==> src/rtl/assert_macros.svh <==
// Assertion macros used by the top-level RTL file.
`ifndef ASSERT_MACROS_SVH
`define ASSERT_MACROS_SVH

// Same-cycle implication, disabled while reset is asserted.
`define ASSERT_IMPLIES(lbl, clk, rst_n, ante, cons) \
	lbl: assert property (@(posedge clk) disable iff (!rst_n) (ante) |-> (cons)) \
		else $error("assertion violated");

// Next-cycle implication, disabled while reset is asserted.
`define ASSERT_NEXT(lbl, clk, rst_n, ante, cons) \
	lbl: assert property (@(posedge clk) disable iff (!rst_n) (ante) |=> (cons)) \
		else $error("assertion violated");

`endif

==> src/rtl/emv_pkg.sv <==
// Types and constants for the multi-turn encoder velocity block.
package emv_pkg;

	localparam int TOTAL_W    = 44;
	localparam int VEL_W      = 36;
	localparam int TURN_W     = 32;
	localparam int JUMP_W     = 12;
	localparam int HZ_W       = 24;
	localparam int MINT_W     = 24;
	localparam int KEEP_W     = 9;
	localparam int CFG_IDX_W  = 2;
	localparam int CFG_DATA_W = 24;
	localparam int OUT_DATA_W = 80;

	localparam logic [KEEP_W-1:0] KEEP_ONE = 9'd256;

	localparam logic [VEL_W-1:0] VEL_POS_MAX = {1'b0, {(VEL_W-1){1'b1}}};
	localparam logic [VEL_W-1:0] VEL_NEG_MIN = {1'b1, {(VEL_W-1){1'b0}}};

	localparam logic [JUMP_W-1:0] JUMP_RESET = 12'd3276;
	localparam logic [HZ_W-1:0]   HZ_RESET   = 24'd9000000;
	localparam logic [MINT_W-1:0] MINT_RESET = 24'd9;
	localparam logic [KEEP_W-1:0] KEEP_RESET = 9'd205;

	typedef enum logic [CFG_IDX_W-1:0] {
		CFG_JUMP_LIMIT  = 2'd0,
		CFG_TICK_HZ     = 2'd1,
		CFG_MIN_TICKS   = 2'd2,
		CFG_FILTER_KEEP = 2'd3
	} cfg_reg_t;

	typedef enum logic [3:0] {
		ST_IDLE,
		ST_UNWRAP,
		ST_STEP,
		ST_MUL_V,
		ST_DIV_GO,
		ST_DIV_WAIT,
		ST_SAT,
		ST_MUL_OLD,
		ST_MUL_NEW,
		ST_FILT,
		ST_OUT
	} state_t;

endpackage

==> src/rtl/emv_div.sv <==
// Restoring bit-serial unsigned divider, one quotient bit per cycle.
module emv_div #(
	parameter int NUM_W = 38,
	parameter int DEN_W = 25
) (
	input  logic             clk,
	input  logic             arst_n,
	input  logic             start,
	input  logic [NUM_W-1:0] num,
	input  logic [DEN_W-1:0] den,
	output logic             done,
	output logic [NUM_W-1:0] quo
);

	localparam int CNT_W = $clog2(NUM_W + 1);

	logic             busy_q;
	logic             done_q;
	logic [CNT_W-1:0] cnt_q;
	logic [DEN_W-1:0] rem_q;
	logic [DEN_W-1:0] den_q;
	logic [NUM_W-1:0] quo_q;

	logic [DEN_W:0]   shifted;
	logic [DEN_W:0]   sub;
	logic             ge;
	logic [DEN_W-1:0] rem_next;

	always_comb begin
		shifted  = {rem_q, quo_q[NUM_W-1]};
		ge       = (shifted >= {1'b0, den_q});
		sub      = shifted - {1'b0, den_q};
		rem_next = ge ? sub[DEN_W-1:0] : shifted[DEN_W-1:0];
	end

	always_ff @(posedge clk or negedge arst_n) begin
		if (!arst_n) begin
			busy_q <= 1'b0;
			done_q <= 1'b0;
			cnt_q  <= '0;
		end else begin
			done_q <= 1'b0;
			if (start) begin
				busy_q <= 1'b1;
				cnt_q  <= CNT_W'(NUM_W - 1);
			end else if (busy_q) begin
				cnt_q <= cnt_q - CNT_W'(1);
				if (cnt_q == '0) begin
					busy_q <= 1'b0;
					done_q <= 1'b1;
				end
			end
		end
	end

	// Shift the dividend out of the top while quotient bits enter at the bottom.
	always_ff @(posedge clk) begin
		if (start) begin
			rem_q <= '0;
			den_q <= den;
			quo_q <= num;
		end else if (busy_q) begin
			rem_q <= rem_next;
			quo_q <= {quo_q[NUM_W-2:0], ge};
		end
	end

	assign done = done_q;
	assign quo  = quo_q;

endmodule

==> src/rtl/encoder_multiturn_velocity.sv <==
// Top level: multi-turn encoder angle unwrapper with filtered velocity estimate.
// One item at a time: a new item is accepted only in the idle state, after the last
// result has loaded into the output register. The bit-serial divider produces one quotient
// bit per cycle over ANGLE_BITS + 26 bits.
// Reset (arst_n low, asynchronous): registers to reset values, turn/history/filter to zero.
module encoder_multiturn_velocity #(
	parameter int ANGLE_BITS = 12,
	parameter int STAMP_BITS = 24
) (
	input  logic                                                 clk,
	input  logic                                                 arst_n,
	// Input items
	input  logic                                                 s_tvalid,
	output logic                                                 s_tready,
	// raw_angle [ANGLE_BITS-1:0], tick_stamp next, zero fill to bytes
	input  logic [((ANGLE_BITS+STAMP_BITS+7)/8)*8-1:0]           s_tdata,
	// Result items
	output logic                                                 m_tvalid,
	input  logic                                                 m_tready,
	// total_angle [43:0], velocity [79:44]
	output logic [emv_pkg::OUT_DATA_W-1:0]                       m_tdata,
	// Configuration writes
	input  logic                                                 cfg_valid,
	output logic                                                 cfg_ready,
	input  logic [emv_pkg::CFG_IDX_W-1:0]                        cfg_index,
	input  logic [emv_pkg::CFG_DATA_W-1:0]                       cfg_data
);

`include "assert_macros.svh"

	localparam int TOTAL_W = emv_pkg::TOTAL_W;
	localparam int VEL_W   = emv_pkg::VEL_W;
	localparam int TURN_W  = emv_pkg::TURN_W;
	localparam int KEEP_W  = emv_pkg::KEEP_W;

	// Clamped step is within three turns.
	localparam int STEP_W  = ANGLE_BITS + 3;
	// |step * tick_hz| magnitude width.
	localparam int MAG_W   = ANGLE_BITS + 2 + emv_pkg::HZ_W;
	localparam int DEN_W   = (STAMP_BITS + 1 > emv_pkg::MINT_W) ? STAMP_BITS + 1
	                                                            : emv_pkg::MINT_W;
	localparam int JCMP_W  = (ANGLE_BITS > emv_pkg::JUMP_W) ? ANGLE_BITS : emv_pkg::JUMP_W;
	localparam int MUL_A_W = (VEL_W > STEP_W) ? VEL_W : STEP_W;
	localparam int MUL_B_W = emv_pkg::HZ_W + 1;
	localparam int PROD_W  = MUL_A_W + MUL_B_W;
	localparam int SUM_W   = VEL_W + KEEP_W;
	localparam int CMPQ_W  = ((MAG_W > VEL_W) ? MAG_W : VEL_W) + 1;

	localparam logic signed [TOTAL_W-1:0] HALF_TURN =
		TOTAL_W'(64'd1 << (ANGLE_BITS - 1));
	localparam logic signed [TOTAL_W-1:0] FULL_TURN =
		TOTAL_W'(64'd1 << ANGLE_BITS);
	localparam logic signed [TOTAL_W-1:0] STEP_LIM =
		TOTAL_W'(64'd3 << ANGLE_BITS);

	// Configuration registers
	logic [emv_pkg::JUMP_W-1:0] jump_limit_q;
	logic [emv_pkg::HZ_W-1:0]   tick_hz_q;
	logic [emv_pkg::MINT_W-1:0] min_ticks_q;
	logic [KEEP_W-1:0]          filter_keep_q;

	// Sequencer and history
	emv_pkg::state_t state_q, state_next;
	logic [ANGLE_BITS-1:0]    prev_raw_q;
	logic [TURN_W-1:0]        turn_count_q;
	logic [TOTAL_W-1:0]       prev_total_q;
	logic [STAMP_BITS-1:0]    prev_stamp_q;
	logic signed [VEL_W-1:0]  filt_q;
	logic                     out_valid_q;

	// Working registers of one item
	logic [ANGLE_BITS-1:0]    raw_q;
	logic [STAMP_BITS-1:0]    stamp_q;
	logic [TOTAL_W-1:0]       total_q;
	logic [DEN_W-1:0]         den_q;
	logic signed [STEP_W-1:0] step_q;
	logic signed [PROD_W-1:0] prod_q;
	logic signed [SUM_W-1:0]  acc_q;
	logic signed [VEL_W-1:0]  vel_q;
	logic [emv_pkg::OUT_DATA_W-1:0] out_data_q;

	// Sequencer outputs
	logic in_take;
	logic div_start;
	logic out_free;
	logic out_load;

	// Unwrap path
	logic signed [ANGLE_BITS:0]          d_s;
	logic [ANGLE_BITS:0]                 ad_full;
	logic                                jump_hit;
	logic [TURN_W-1:0]                   turn_next;
	logic [TURN_W+ANGLE_BITS-1:0]        turn_sh;
	logic [TOTAL_W-1:0]                  total_next;
	logic                                stamp_lt;
	logic [STAMP_BITS:0]                 ticks;
	logic [DEN_W-1:0]                    ticks_e;
	logic [DEN_W-1:0]                    floor_t;
	logic [DEN_W-1:0]                    den_next;

	// Step path
	logic signed [TOTAL_W-1:0] diff_s;
	logic signed [TOTAL_W-1:0] wrap_s;
	logic signed [TOTAL_W-1:0] clamp_s;

	// Shared multiplier
	logic signed [MUL_A_W-1:0] mul_a;
	logic signed [MUL_B_W-1:0] mul_b;
	logic signed [PROD_W-1:0]  mul_p;
	logic [KEEP_W-1:0]         keep_sat;
	logic [KEEP_W-1:0]         keep_inv;

	// Divide and saturate
	logic [PROD_W-1:0]  mag_full;
	logic [MAG_W-1:0]   div_num;
	logic               div_done;
	logic [MAG_W-1:0]   div_quo;
	logic [CMPQ_W-1:0]  q_e;
	logic [CMPQ_W-1:0]  q_neg;
	logic [CMPQ_W-1:0]  pos_lim;
	logic [CMPQ_W-1:0]  neg_lim;
	logic signed [VEL_W-1:0] vel_next;

	// Filter
	logic signed [SUM_W-1:0] sum_s;
	logic signed [SUM_W-1:0] sum_sh;

	// Configuration port: always ready; the user must write only while the block is idle, the block does not enforce it.
	assign cfg_ready = 1'b1;

	always_ff @(posedge clk or negedge arst_n) begin
		if (!arst_n) begin
			jump_limit_q  <= emv_pkg::JUMP_RESET;
			tick_hz_q     <= emv_pkg::HZ_RESET;
			min_ticks_q   <= emv_pkg::MINT_RESET;
			filter_keep_q <= emv_pkg::KEEP_RESET;
		end else if (cfg_valid) begin
			case (emv_pkg::cfg_reg_t'(cfg_index))
				emv_pkg::CFG_JUMP_LIMIT: begin
					jump_limit_q <= cfg_data[emv_pkg::JUMP_W-1:0];
				end
				emv_pkg::CFG_TICK_HZ: begin
					tick_hz_q <= cfg_data[emv_pkg::HZ_W-1:0];
				end
				emv_pkg::CFG_MIN_TICKS: begin
					min_ticks_q <= cfg_data[emv_pkg::MINT_W-1:0];
				end
				emv_pkg::CFG_FILTER_KEEP: begin
					filter_keep_q <= cfg_data[KEEP_W-1:0];
				end
				default: begin
				end
			endcase
		end
	end

	// Turn counting: a raw step beyond the jump limit moves the count against its sign.
	always_comb begin
		d_s       = signed'({1'b0, raw_q}) - signed'({1'b0, prev_raw_q});
		ad_full   = d_s[ANGLE_BITS] ? unsigned'(-d_s) : unsigned'(d_s);
		jump_hit  = (JCMP_W'(ad_full[ANGLE_BITS-1:0]) > JCMP_W'(jump_limit_q));
		if (!jump_hit) begin
			turn_next = turn_count_q;
		end else if (d_s[ANGLE_BITS]) begin
			turn_next = turn_count_q + TURN_W'(1);
		end else begin
			turn_next = turn_count_q - TURN_W'(1);
		end
		turn_sh    = {turn_next, {ANGLE_BITS{1'b0}}};
		total_next = TOTAL_W'(turn_sh) + TOTAL_W'(raw_q);
	end

	// Elapsed ticks of the down-counter, with wrap, floored at min_ticks (zero acts as one).
	always_comb begin
		stamp_lt = (stamp_q < prev_stamp_q);
		if (stamp_lt) begin
			ticks = {1'b0, prev_stamp_q - stamp_q};
		end else begin
			ticks = {1'b0, ~stamp_q} + {1'b0, prev_stamp_q};
		end
		ticks_e  = DEN_W'(ticks);
		floor_t  = (min_ticks_q == '0) ? DEN_W'(1) : DEN_W'(min_ticks_q);
		den_next = (ticks_e < floor_t) ? floor_t : ticks_e;
	end

	// Step of the total angle, wrapped once into half a turn, then clamped.
	always_comb begin
		diff_s = signed'(total_q - prev_total_q);
		if (diff_s > HALF_TURN) begin
			wrap_s = diff_s - FULL_TURN;
		end else if (diff_s < -HALF_TURN) begin
			wrap_s = diff_s + FULL_TURN;
		end else begin
			wrap_s = diff_s;
		end
		if (wrap_s > STEP_LIM) begin
			clamp_s = STEP_LIM;
		end else if (wrap_s < -STEP_LIM) begin
			clamp_s = -STEP_LIM;
		end else begin
			clamp_s = wrap_s;
		end
	end

	// Shared multiplier: step*tick_hz, then keep*old, then (256-keep)*new.
	always_comb begin
		keep_sat = (filter_keep_q > emv_pkg::KEEP_ONE) ? emv_pkg::KEEP_ONE : filter_keep_q;
		keep_inv = emv_pkg::KEEP_ONE - keep_sat;
		case (state_q)
			emv_pkg::ST_MUL_V: begin
				mul_a = MUL_A_W'(step_q);
				mul_b = signed'({1'b0, tick_hz_q});
			end
			emv_pkg::ST_MUL_OLD: begin
				mul_a = MUL_A_W'(filt_q);
				mul_b = signed'(MUL_B_W'(keep_sat));
			end
			emv_pkg::ST_MUL_NEW: begin
				mul_a = MUL_A_W'(vel_q);
				mul_b = signed'(MUL_B_W'(keep_inv));
			end
			default: begin
				mul_a = '0;
				mul_b = '0;
			end
		endcase
		mul_p = mul_a * mul_b;
	end

	// Divide the magnitude; restore the sign and saturate afterward (truncates toward zero).
	always_comb begin
		mag_full = prod_q[PROD_W-1] ? unsigned'(-prod_q) : unsigned'(prod_q);
		div_num  = mag_full[MAG_W-1:0];
		q_e      = CMPQ_W'(div_quo);
		q_neg    = CMPQ_W'(0) - q_e;
		pos_lim  = CMPQ_W'(emv_pkg::VEL_POS_MAX);
		neg_lim  = pos_lim + CMPQ_W'(1);
		if (prod_q[PROD_W-1]) begin
			vel_next = (q_e > neg_lim) ? signed'(emv_pkg::VEL_NEG_MIN)
			                           : signed'(q_neg[VEL_W-1:0]);
		end else begin
			vel_next = (q_e > pos_lim) ? signed'(emv_pkg::VEL_POS_MAX)
			                           : signed'(q_e[VEL_W-1:0]);
		end
	end

	emv_div #(
		.NUM_W (MAG_W),
		.DEN_W (DEN_W)
	) u_div (
		.clk    (clk),
		.arst_n (arst_n),
		.start  (div_start),
		.num    (div_num),
		.den    (den_q),
		.done   (div_done),
		.quo    (div_quo)
	);

	// Filter sum; the arithmetic shift floors toward minus infinity.
	always_comb begin
		sum_s  = acc_q + SUM_W'(prod_q);
		sum_sh = sum_s >>> 8;
	end

	// Next state
	always_comb begin
		state_next = state_q;
		case (state_q)
			emv_pkg::ST_IDLE: begin
				if (s_tvalid) begin
					state_next = emv_pkg::ST_UNWRAP;
				end
			end
			emv_pkg::ST_UNWRAP:   state_next = emv_pkg::ST_STEP;
			emv_pkg::ST_STEP:     state_next = emv_pkg::ST_MUL_V;
			emv_pkg::ST_MUL_V:    state_next = emv_pkg::ST_DIV_GO;
			emv_pkg::ST_DIV_GO:   state_next = emv_pkg::ST_DIV_WAIT;
			emv_pkg::ST_DIV_WAIT: begin
				if (div_done) begin
					state_next = emv_pkg::ST_SAT;
				end
			end
			emv_pkg::ST_SAT:      state_next = emv_pkg::ST_MUL_OLD;
			emv_pkg::ST_MUL_OLD:  state_next = emv_pkg::ST_MUL_NEW;
			emv_pkg::ST_MUL_NEW:  state_next = emv_pkg::ST_FILT;
			emv_pkg::ST_FILT:     state_next = emv_pkg::ST_OUT;
			emv_pkg::ST_OUT: begin
				if (out_free) begin
					state_next = emv_pkg::ST_IDLE;
				end
			end
			default:              state_next = emv_pkg::ST_IDLE;
		endcase
	end

	// Sequencer outputs
	always_comb begin
		out_free  = !out_valid_q || m_tready;
		in_take   = (state_q == emv_pkg::ST_IDLE);
		div_start = (state_q == emv_pkg::ST_DIV_GO);
		out_load  = (state_q == emv_pkg::ST_OUT) && out_free;
	end

	assign s_tready = in_take;
	assign m_tvalid = out_valid_q;
	assign m_tdata  = out_data_q;

	// Control and history state
	always_ff @(posedge clk or negedge arst_n) begin
		if (!arst_n) begin
			state_q      <= emv_pkg::ST_IDLE;
			prev_raw_q   <= '0;
			turn_count_q <= '0;
			prev_total_q <= '0;
			prev_stamp_q <= '0;
			filt_q       <= '0;
			out_valid_q  <= 1'b0;
		end else begin
			state_q <= state_next;
			if (state_q == emv_pkg::ST_UNWRAP) begin
				prev_raw_q   <= raw_q;
				turn_count_q <= turn_next;
			end
			if (state_q == emv_pkg::ST_STEP) begin
				prev_total_q <= total_q;
				prev_stamp_q <= stamp_q;
			end
			if (state_q == emv_pkg::ST_FILT) begin
				filt_q <= sum_sh[VEL_W-1:0];
			end
			// Hold a result until taken; a new one loads only into a free slot.
			if (out_load) begin
				out_valid_q <= 1'b1;
			end else if (m_tready) begin
				out_valid_q <= 1'b0;
			end
		end
	end

	// Working registers
	always_ff @(posedge clk) begin
		if (in_take && s_tvalid) begin
			raw_q   <= s_tdata[ANGLE_BITS-1:0];
			stamp_q <= s_tdata[ANGLE_BITS+STAMP_BITS-1:ANGLE_BITS];
		end
		case (state_q)
			emv_pkg::ST_UNWRAP: begin
				total_q <= total_next;
				den_q   <= den_next;
			end
			emv_pkg::ST_STEP: begin
				step_q <= STEP_W'(clamp_s);
			end
			emv_pkg::ST_MUL_V: begin
				prod_q <= mul_p;
			end
			emv_pkg::ST_SAT: begin
				vel_q <= vel_next;
			end
			emv_pkg::ST_MUL_OLD: begin
				prod_q <= mul_p;
			end
			emv_pkg::ST_MUL_NEW: begin
				acc_q  <= SUM_W'(prod_q);
				prod_q <= mul_p;
			end
			default: begin
			end
		endcase
		if (out_load) begin
			out_data_q <= {filt_q, total_q};
		end
	end

	// The divider finishes only while the sequencer waits for it.
	`ASSERT_IMPLIES(a_div_done_wait, clk, arst_n, div_done, state_q == emv_pkg::ST_DIV_WAIT)

	// The turn count moves only in the unwrap step.
	`ASSERT_NEXT(a_turn_hold, clk, arst_n, state_q != emv_pkg::ST_UNWRAP, $stable(turn_count_q))

	// The weighted filter sum always lands inside the velocity range after the shift.
	`ASSERT_IMPLIES(a_filt_range, clk, arst_n, state_q == emv_pkg::ST_FILT, (sum_s[SUM_W-1:VEL_W+7] == '0) || (sum_s[SUM_W-1:VEL_W+7] == '1))

endmodule

==> config.mk <==
export PLATFORM = sky130hd
export DESIGN_NAME = encoder_multiturn_velocity
export DESIGN_NICKNAME = d
export VERILOG_FILES = /design/src/rtl/emv_pkg.sv /design/src/rtl/emv_div.sv /design/src/rtl/encoder_multiturn_velocity.sv
export VERILOG_INCLUDE_DIRS = /design/src /design/src/rtl
export SDC_FILE = /design/constraint.sdc
export NUM_CORES = 2
export LEC_CHECK = 0
export BUFFER_PORTS_ARGS = -buffer_cell sky130_fd_sc_hd__buf_2
export CORE_ASPECT_RATIO = 0.6
export CORE_MARGIN = 10
export CORE_UTILIZATION = 53
export DETAILED_ROUTE_END_ITERATION = 8
export GPL_TIMING_DRIVEN = 0
export PLACE_DENSITY = 0.69
export RECOVER_POWER = 25
export SLEW_MARGIN = 20
export SYNTH_ARGS = -nofsm -noshare
export SYNTH_HDL_FRONTEND = slang
export SYNTH_SLANG_ARGS = --single-unit
==> constraint.sdc <==
create_clock -name clk -period 16.85 [get_ports clk]
set_clock_uncertainty 0.15 [all_clocks]
set_input_delay 1.685 -clock clk [delete_from_list [all_inputs] [get_ports clk]]
set_output_delay 1.685 -clock clk [all_outputs]
set_load 0.01 [all_outputs]
==> results.sh <==
export IMPL_synth_cell_type_count=111
export IMPL_path_max_fanout=28
export IMPL_grt_pass1_wl_um=329000
export IMPL_ir_drop_v=0.000154
export IMPL_slew_violations=186
export IMPL_fmax_mhz=70.5
export IMPL_syn_nets=8054
export IMPL_initial_core_util_pct=53.7
export IMPL_clockRootBuffer="clkbuf_16"
export IMPL_coreArea_um2=122000
export IMPL_final_antenna_net_count=0
export IMPL_area_growth_pct=8.16
export IMPL_cts_hold_buffers=0
export IMPL_cp_num_buf_inv=9
export IMPL_synth_edf_count=388
export IMPL_power_leakage_nw=29.6
export IMPL_yosysSeqAreaShare_pct=27.3
export IMPL_yosysWarnings=0
export IMPL_cts_resized=0
export IMPL_post_route_min_period_ns=14.18
export IMPL_critPathLaunchType="flip-flop"
export IMPL_cts_tree="yes"
export IMPL_setup_violations=0
export IMPL_cp_data_required_time_ns=17.12
export IMPL_status="finished, violations left"
export IMPL_power_density_nw_per_um2=186
export IMPL_power_internal_mw=6.48
export IMPL_cp_common_cell="fa_1"
export IMPL_layout_drive_gt1_share_pct=7.78
export IMPL_synth_flop_cell="edfxtp_1"
export IMPL_violations="capacitance limit, slew limit"
export IMPL_critPathMaxStageDelay_ns=0.84
export IMPL_arrival_ns=14.45
export IMPL_postCtsSetupRepairBufs=0
export IMPL_p_comb_share_pct=65.7
export IMPL_tns_ns=0
export IMPL_rows=99
export IMPL_cts_reportedPaths_clkPinSlew_ns=0.07
export IMPL_ctsLongestPathBuffers=3
export IMPL_hold_slack_ns=0.247
export IMPL_avgViaCountPerCell=6.00
export IMPL_seqPwrFrac_pct=22.8
export IMPL_antenna_found_initial=11
export IMPL_grt_max_degree=94
export IMPL_grt_pass1_vias=50300
export IMPL_yosys_area_top_type="fa_1"
export IMPL_synth_seq_cells=643
export IMPL_htree_num_levels=2
export IMPL_avgRoutedWirePerCell_um=25.5
export IMPL_switching_power_mw=6.71
export IMPL_drcViolationCount=0
export IMPL_synthCells=6718
export IMPL_critPathKind="reg2reg"
export IMPL_wirelength_um=220000
export IMPL_clkPwrFrac_pct=11.5
export IMPL_yosysTopAreaCellShare_pct=26.9
export IMPL_crit_slowest_cell="clkbuf_1"
export IMPL_die_w_um=474
export IMPL_vias=51800
export IMPL_die_area_um2=139000
export IMPL_avgSynthCellArea_um2=9.77
export IMPL_grtUsageTotal_pct=31.7
export IMPL_insertion_delay_ns=0.70
export IMPL_timing_final_crit_share_pct=84.2
export IMPL_synthArstFlopShare_pct=35.8
export IMPL_drv_cap=3
export IMPL_hp_class="reg2reg"
export IMPL_hold_viol_final=0
export IMPL_rsz0062_at_grt="no"
export IMPL_drt_iter0_drc=6801
export IMPL_critPathTopFamily="adder cells"
export IMPL_dr_pass1_iters=8
export IMPL_nets=8290
export IMPL_syn_area_um2=65600
export IMPL_io_pins=154
export IMPL_gp_routability_congestion=1.08
export IMPL_cp_end_kind="flip-flop"
export IMPL_hpwl_um=183000
export IMPL_netlist_top_cells_area="fa_1 (27%), edfxtp_1 (18%), dfrtp_1 (8.0%)"
export IMPL_tightest_slew_ns=5.04
export IMPL_clock_sinks=643
export IMPL_max_slew_margin_pct=-236
export IMPL_overflow=0
export IMPL_die_h_um=293
export IMPL_p_sw_share_pct=50.9
export IMPL_cts_buffers=61
export IMPL_io_buffers=148
[cell families (layout without fill, tap and decap cells)]
family                   Yosys count  count (layout)  share of synthesized area (%)
AO/OA/AOI/OAI                    933             933                           9.30
XOR/XNOR                         271             271                           3.67
adder cells (fa/ha/maj)         1265            1265                           34.2
buffers and inverters           1422            1711                           8.19
flip-flops                       643             643                           27.3
multiplexers                     196             196                           3.31
other                              1               8                        0.00571
AND/OR/NAND/NOR                 1987            1987                           14.0
[cells in the final DEF (no fill, tap or decap), drive strengths merged, types with 24 or more instances in the layout]
master,n
o31ai,28
nand2,959
o21bai,24
nand3,75
inv,1141
clkbuf,353
nor3,95
a221o,31
and3,52
nor2b,162
or3,62
edfxtp,388
a21o,94
xor2,114
o21a,29
nor4,33
mux2,167
dfrtp,210
mux2i,29
and2,53
xnor2,157
fa,881
a211oi,32
nand2b,48
dfxtp,25
nor2,331
nand4,30
a31oi,29
o21ai,265
buf,185
a21oi,226
o22ai,37
ha,384
[power by group through the flow]
stage	Sequential (mW)	Combinational, mW	Clock [mW]
final	3.01	8.66	1.52
after detailed placement	3.01	8.26	0
after CTS	2.98	8.33	1.53
after global routing	3.05	9.37	1.60
after floorplan	2.78	5.86	0
after global placement	3.02	8.00	0
[area by class of cell]
class                           instances  area, um2
Antenna cell                            7       17.5
Buffer                                280       1110
Clock buffer                           85       1710
Clock inverter                         31        463
Fill cell                           10400      51300
Inverter                             1142       4290
Multi-Input combinational cell       4653      42400
Sequential cell                       643      17900
Tap cell                             1616       2020
Timing Repair Buffer                  173       1070
[cell usage after synthesis (113+ instances only)]
library cell	n
a21oi_1	224
clkbuf_1	254
dfrtp_1	210
edfxtp_1	388
fa_1	881
ha_1	384
inv_1	1140
mux2_2	167
nand2_1	959
nor2_1	330
nor2b_1	161
o21ai_0	251
xnor2_1	156
xor2_1	113
[final timing paths]
check                                   end  cells after the start  slack (ns)  startpoint
setup / recovery                 prod_q[41]                     36        2.67  state_q[3]
hold / removal               u_div.den_q[2]                      0        0.25    den_q[2]
setup reg to reg                 prod_q[41]                     36        2.67  state_q[3]
hold reg to reg              u_div.den_q[2]                      0        0.25    den_q[2]
max in group asynchronous  turn_count_q[16]                      2        7.58      arst_n
min in group asynchronous     prev_raw_q[7]                      1        2.64      arst_n
[registers in the layout, indices dropped and copies added, names as in the netlist, 32 cells and up]
name,flops
acc_q,44
filt_q,36
m_tdata,80
prev_total_q,44
prod_q,45
total_q,44
turn_count_q,32
u_div.quo,38
vel_q,36
[layer usage]
layer	track usage, %	up-vias	wire length, um
met5	5.27	-	913
met4	5.10	18	3560
met3	18.5	235	41300
met2	36.6	3389	75300
met1	49.2	25900	99000
li1	-	22200	-
[worst register-to-register path, delay by kind of cell (launching register included)]
kind / cells / cell delay (ns)
fa+ha+maj: 8 / 4.34
buf+inv: 9 / 3.62
compound gates: 9 / 2.99
simple gates: 9 / 2.41
flops: 1 / 0.32
xor+xnor: 1 / 0.14
[metrics by stage]
step | worst slack [ns] | area [um2] | total power, mW | std cells | util [%]
after floorplan | 5.66 | 65600 | 8.64 | 6718 | -
after global placement | 1.52 | 68400 | 11.0 | 8482 | 55.9
after detailed placement | 3.30 | 68800 | 11.3 | 8506 | 56.3
after CTS | 3.31 | 71000 | 12.8 | 8622 | 58.1
after global routing | 2.27 | 71000 | 14.0 | 8626 | 58.1
final | 2.67 | 71000 | 13.2 | 8630 | 58.1
Power figures use the tool's default switching activity.
